### config.mk
export PLATFORM = sky130hd
export DESIGN_NAME = mtg_ctrl
export DESIGN_NICKNAME = d
export VERILOG_FILES = /design/src/hdl/mtg_pkg.sv /design/src/hdl/mtg_ctrl.sv
export VERILOG_INCLUDE_DIRS = /design/src /design/src/hdl
export SDC_FILE = /design/constraint.sdc
export NUM_CORES = 1
export LEC_CHECK = 0
export CORE_MARGIN = 2
export CORE_UTILIZATION = 50
export CTS_CLUSTER_DIAMETER = 30
export DETAILED_ROUTE_END_ITERATION = 8
export DONT_BUFFER_PORTS = 1
export PLACE_DENSITY_LB_ADDON = 0.15
export RECOVER_POWER = 50
export SLEW_MARGIN = 20
export SYNTH_ARGS = -nofsm -noshare
export SYNTH_HDL_FRONTEND = slang
export SYNTH_SLANG_ARGS = --single-unit
### constraint.sdc
create_clock -name clock -period 1.7 [get_ports clock]
set_input_delay 0.17 -clock clock [delete_from_list [all_inputs] [get_ports clock]]
set_output_delay 0.17 -clock clock [all_outputs]
set_load 0.01 [all_outputs]
### src/hdl/mt19937_generator_assert.svh
// Assertion macros used by the generator sequencer (mtg_ctrl).
`ifndef MT19937_GENERATOR_ASSERT_SVH
`define MT19937_GENERATOR_ASSERT_SVH
// antecedent holds, consequent holds in the same cycle
`define MTG_ASSERT_NOW(lbl, ante, cons, msg) \
   lbl: assert property (@(posedge clock) disable iff (reset) (ante) |-> (cons)) \
      else $error(msg);
// antecedent holds, consequent holds in the next cycle
`define MTG_ASSERT_NEXT(lbl, ante, cons, msg) \
   lbl: assert property (@(posedge clock) disable iff (reset) (ante) |=> (cons)) \
      else $error(msg);
`endif

### src/hdl/mtg_pkg.sv
// Constants, types and tempering function of the MT19937 generator.
package mtg_pkg;
   localparam int STATE_WORDS  = 624;
   localparam int TWIST_OFFSET = 397;
   localparam int KEY_DEPTH_DEFAULT = 624;
   localparam int TAW = 10;

   localparam logic [31:0] SEED_MULT   = 32'd1812433253;
   localparam logic [31:0] MIX1_MULT   = 32'd1664525;
   localparam logic [31:0] MIX2_MULT   = 32'd1566083941;
   localparam logic [31:0] ARRAY_SEED  = 32'd19650218;
   localparam logic [31:0] HIGH_BIT    = 32'h8000_0000;
   localparam logic [31:0] TWIST_MATRIX = 32'h9908_b0df;

   localparam logic [1:0] OP_SEED = 2'd0;
   localparam logic [1:0] OP_KEY  = 2'd1;
   localparam logic [1:0] OP_NEXT = 2'd2;

   typedef enum logic [10:0] {
      ST_IDLE     = 11'b000_0000_0001,
      ST_FILL_MUL = 11'b000_0000_0010,
      ST_FILL_WR  = 11'b000_0000_0100,
      ST_MIX_RD   = 11'b000_0000_1000,
      ST_MIX_WR   = 11'b000_0001_0000,
      ST_MIX_WRAP = 11'b000_0010_0000,
      ST_MIX_FIN  = 11'b000_0100_0000,
      ST_NXT_A    = 11'b000_1000_0000,
      ST_NXT_B    = 11'b001_0000_0000,
      ST_NXT_C    = 11'b010_0000_0000,
      ST_NXT_D    = 11'b100_0000_0000
   } state_type;

   typedef struct packed {
      logic seed_val;
      logic seed_key;
      logic key_wr;
      logic fill_mul;
      logic fill_wr;
      logic mix_rd;
      logic mix_wr;
      logic wrap_wr;
      logic final_wr;
      logic nxt_a;
      logic nxt_b;
      logic nxt_c;
      logic nxt_d;
      logic noseed;
   } cmd_type;

   typedef struct packed {
      logic seeded;
      logic fill_last;
      logic mix_keys;
      logic i_last;
      logic k_last;
      logic pass2;
      logic mix_done;
   } status_type;

   function automatic logic [31:0] temper(input logic [31:0] w);
      logic [31:0] y;
      y = w ^ (w >> 11);
      y = y ^ ((y << 7) & 32'h9d2c_5680);
      y = y ^ ((y << 15) & 32'hefc6_0000);
      y = y ^ (y >> 18);
      return y;
   endfunction
endpackage

### src/hdl/mtg_ctrl.sv
// Sequencer for seeding, key mixing and word generation.
module mtg_ctrl
   import mtg_pkg::*;
(
   input  logic       clock,
   input  logic       reset,
   input  logic       start,
   input  logic [1:0] op,
   input  logic       last_key,
   input  status_type stat,
   output logic       busy,
   output cmd_type    cmd
);
`include "mt19937_generator_assert.svh"

   state_type state_ff, state_in;
   logic      accept;

   assign busy   = (state_ff != ST_IDLE);
   assign accept = start && !busy;

   always_comb begin
      state_in = state_ff;
      cmd      = '0;
      unique case (state_ff)
         ST_IDLE: begin
            if (accept) begin
               unique case (op)
                  OP_SEED: begin
                     cmd.seed_val = 1'b1;
                     state_in     = ST_FILL_MUL;
                  end
                  OP_KEY: begin
                     cmd.key_wr = 1'b1;
                     if (last_key) begin
                        cmd.seed_key = 1'b1;
                        state_in     = ST_FILL_MUL;
                     end
                  end
                  OP_NEXT: begin
                     if (stat.seeded) begin
                        state_in = ST_NXT_A;
                     end else begin
                        cmd.noseed = 1'b1;
                     end
                  end
                  default: ;
               endcase
            end
         end
         ST_FILL_MUL: begin
            cmd.fill_mul = 1'b1;
            state_in     = ST_FILL_WR;
         end
         ST_FILL_WR: begin
            cmd.fill_wr = 1'b1;
            if (stat.fill_last) begin
               state_in = stat.mix_keys ? ST_MIX_RD : ST_IDLE;
            end else begin
               state_in = ST_FILL_MUL;
            end
         end
         ST_MIX_RD: begin
            cmd.mix_rd = 1'b1;
            state_in   = ST_MIX_WR;
         end
         ST_MIX_WR: begin
            cmd.mix_wr = 1'b1;
            if (stat.i_last) begin
               state_in = ST_MIX_WRAP;
            end else if (stat.k_last && stat.pass2) begin
               state_in = ST_MIX_FIN;
            end else begin
               state_in = ST_MIX_RD;
            end
         end
         ST_MIX_WRAP: begin
            cmd.wrap_wr = 1'b1;
            state_in    = stat.mix_done ? ST_MIX_FIN : ST_MIX_RD;
         end
         ST_MIX_FIN: begin
            cmd.final_wr = 1'b1;
            state_in     = ST_IDLE;
         end
         ST_NXT_A: begin
            cmd.nxt_a = 1'b1;
            state_in  = ST_NXT_B;
         end
         ST_NXT_B: begin
            cmd.nxt_b = 1'b1;
            state_in  = ST_NXT_C;
         end
         ST_NXT_C: begin
            cmd.nxt_c = 1'b1;
            state_in  = ST_NXT_D;
         end
         ST_NXT_D: begin
            cmd.nxt_d = 1'b1;
            state_in  = ST_IDLE;
         end
         default: state_in = ST_IDLE;
      endcase
   end

   always_ff @(posedge clock) begin
      if (reset) begin
         state_ff <= ST_IDLE;
      end else begin
         state_ff <= state_in;
      end
   end

   `MTG_ASSERT_NOW(a_noseed_only_unseeded, cmd.noseed, !stat.seeded, "unseeded reply while seeded")
   `MTG_ASSERT_NEXT(a_next_starts_read, accept && op == OP_NEXT && stat.seeded,
      state_ff == ST_NXT_A, "next item did not start the table read")
   `MTG_ASSERT_NEXT(a_word_then_idle, state_ff == ST_NXT_D, state_ff == ST_IDLE,
      "word generation did not return to idle")
   `MTG_ASSERT_NOW(a_mix_only_keys, state_ff == ST_MIX_RD, stat.mix_keys,
      "key mixing without a key array")
endmodule

==> results.yml <==
critical_path:
  path_max_fanout: 5
  cpPeakStageDelay_ns: 0.36
  worstSetupStartpointType: "flop"
  r2r_cells: 6
  crit_type: "reg -> out"
  crit_path_end_kind: "primary output"
  cp_common_cell: "buf_4"
  r2r_setup_slack_ns: 0.14
  rr_startpoint: "state_ff[4]$_SDFFE_PP0P_"
  path_cells: "nor4_4 -> buf_4 -> nand2_2 -> nor4b_4 -> buf_4"
  slowest_stage: "dfxtp_2"
  required_ns: 1.53
  timing.rr.end: "state_ff[8]$_SDFFE_PP0P_"
  worst_ep_arrival_time_ns: 1.53
hold_path:
  min_path_cells: 2
  hold_path_end: "state_ff[6]$_SDFFE_PP0P_"
  holdCritPathClass: "in -> reg"
  hold_start: "stat[0]"
cells_and_area:
  syn2layout_area_growth_pct: 23.9
  nNetsFinal: 120
  antenna_cells: 0
  reg_top3: "state_ff: 11 flops"
  instances_no_fill: 119
  post-route-util: 0.649
  drive_above_1_share: 0.379
  largest_reg_flops: 11
  regMostFlops: "state_ff"
clocking:
  cts_sinks: 11
  cts.htree.levels: 1
  cts_buffers: 3
  path_clk_slew_ns: 0.07
  cts.path.max_buffers: 2
  root_buffer: "clkbuf_4"
  cts_tree: "done"
  clkLatencyLatePin_ns: 0.27
synth:
  yosysTopAreaCell: "dfxtp_1"
  synth_edf_count: 0
  synth.avg_cell_area_um2: 8.76
  netlist.area_leader.share: 0.286
  synth.cell_area_um2: 771
  yosysMostFrequentCell: "dfxtp_1"
  synthFlopType: "dfxtp_1"
  syn_inst: 88
  yosys-top-cells-count: "11 x dfxtp_1, 10 x nor2_1, 6 x inv_1, 5 x and2_1"
  ys_ff_latch: 11
  yosysSeqAreaShare: 0.286
  synth_fp_nets: 104
  ys_warn_count: 0
  synthTopCellsByArea: "dfxtp_1 29%, nor4_4 5.5%, ha_1 4.9%"
  synthArstFlopShare: 0
  yosysUniqueCellTypes: 37
routing:
  drt-total-wl_um: 1610
  drc: 0
  drtIter0Drc: 5
  dr.pass1.iters: 4
  via_per_inst: 5.92
  routedWlPerCell_um: 13.5
  ant_nets: 0
  via_count: 704
floorplan:
  die_y_um: 43.3
  fp-row-count: 14
  start_util: 0.524
  fp.dieArea_um2: 1870
  dieWidth_um: 43.3
  core_area_um2: 1470
  ios: 28
placement:
  place_congestion: 0.727
  io_buffers: 0
  dp_cells: 107
  dp_hpwl_um: 1250
sta:
  rsz0062_at_grt: "true"
  holdWs_ns: 0.0386
  period_minus_slack_ns: 1.70
  finalSetupViolations: 0
  max_freq_mhz: 589
  finalHoldViolCount: 0
  skew_ns: 0.00120
  final_max_slew_viol_count: 0
  slew_headroom: 0.804
  tightestPinTransition_ns: 0.290
  period_share: 0.999
flow_run:
  maxCapViolations: 0
global_routing:
  grt_pass1_vias: 678
  grt_antenna_before_repair: 0
  grt_start_max_net_pins: 9
  grt_pass1_wl_um: 2820
  grt.total_usage: 0.202
  grt-ovfl-total: 0
status:
  status: "complete, no violations"
power_and_ir_drop:
  leakage_nw: 0.438
  ir_worst_vdd_mv: 0.762
  power_density_nw_per_um2: 1110
## metrics by stage
step	area, µm²	TNS, ns	total power, W	worst slack, ns
2_1_floorplan	771	0	0.000695	0.154
5_1_grt	955	-0.693	0.00113	-0.137
6_report	955	0	0.00106	0.00248
4_1_cts	915	-0.0166	0.00104	-0.00762
3_3_place_gp	813	0	0.000774	0.132
3_5_place_dp	813	0	0.000781	0.134
## worst max-delay path: cells and delay by family (launching register included)
kind	cells	cell delay, ns
buf+inv	2	0.33
simple gates	3	0.56
flops	1	0.36
## worst max-delay path by stage
stage	cells past startpoint	startpoint	slack (ns)	endpoint
floorplan	4	state_ff[7]$_SDFFE_PP0P_	0.15	cmd[12]
detailed placement	6	state_ff[7]$_SDFFE_PP0P_	0.13	state_ff[3]$_SDFFE_PP0P_
global placement	6	state_ff[7]$_SDFFE_PP0P_	0.13	state_ff[3]$_SDFFE_PP0P_
finish	5	state_ff[4]$_SDFFE_PP0P_	0.002	cmd[1]
global route	5	state_ff[4]$_SDFFE_PP0P_	-0.14	cmd[1]
CTS	4	state_ff[6]$_SDFFE_PP0P_	-0.008	cmd[8]
## layout by cell type, fill, tap and decap left out, drive strengths merged, types with 2 or more instances in the layout
cell type and n:
and4b 4, and3 5, clkbuf 4, nand4 5, nor2 10, ha 3, nor2b 4, nand3 2
nor4b 4, inv 7, nor4 3, o211ai 2, nor3 4, and2 6, dfxtp 11, nand2 3
buf 11
## where the power goes
part | leakage (nW) | switching (W) | internal [W]
Sequential | 0.0919 | 0.0000601 | 0.000289
Clock | 0.0150 | 0.0000930 | 0.0000911
Combinational | 0.331 | 0.000249 | 0.000274
Total | 0.438 | 0.000403 | 0.000654
## cells by family after synthesis
logic type | share of synthesized area
flip-flops | 0.286
AND/OR/NAND/NOR | 0.518
buffers and inverters | 0.0471
adder cells (fa/ha/maj) | 0.0487
AO/OA/AOI/OAI | 0.0893
XOR/XNOR | 0.0114
## metal layers
metal	part of all wire	vias up	track usage	wire length (µm)
met4	0.0062	0	0.0909	10
li1	-	357	-	-
met5	0	-	0	0
met3	0.074	2	0.0936	119
met2	0.46	23	0.301	735
met1	0.46	322	0.245	743
## final cells by class
type                    count  area (µm²)
clock buffers               4        26.3
fillers                   125         517
inverters                   7        28.8
multi-input cells          69         554
flip-flops and latches     11         233
well taps                  16        20.0
repair buffers             12        92.6
## timing repair
item	in CTS	in global routing
pin swaps	5	6
endpoints found under the setup margin	8	13
buffers inserted	5	2
hold buffers	1	0
resized for setup	11	10
hold endpoints to repair	1	0
Power figures use the tool's default switching activity.
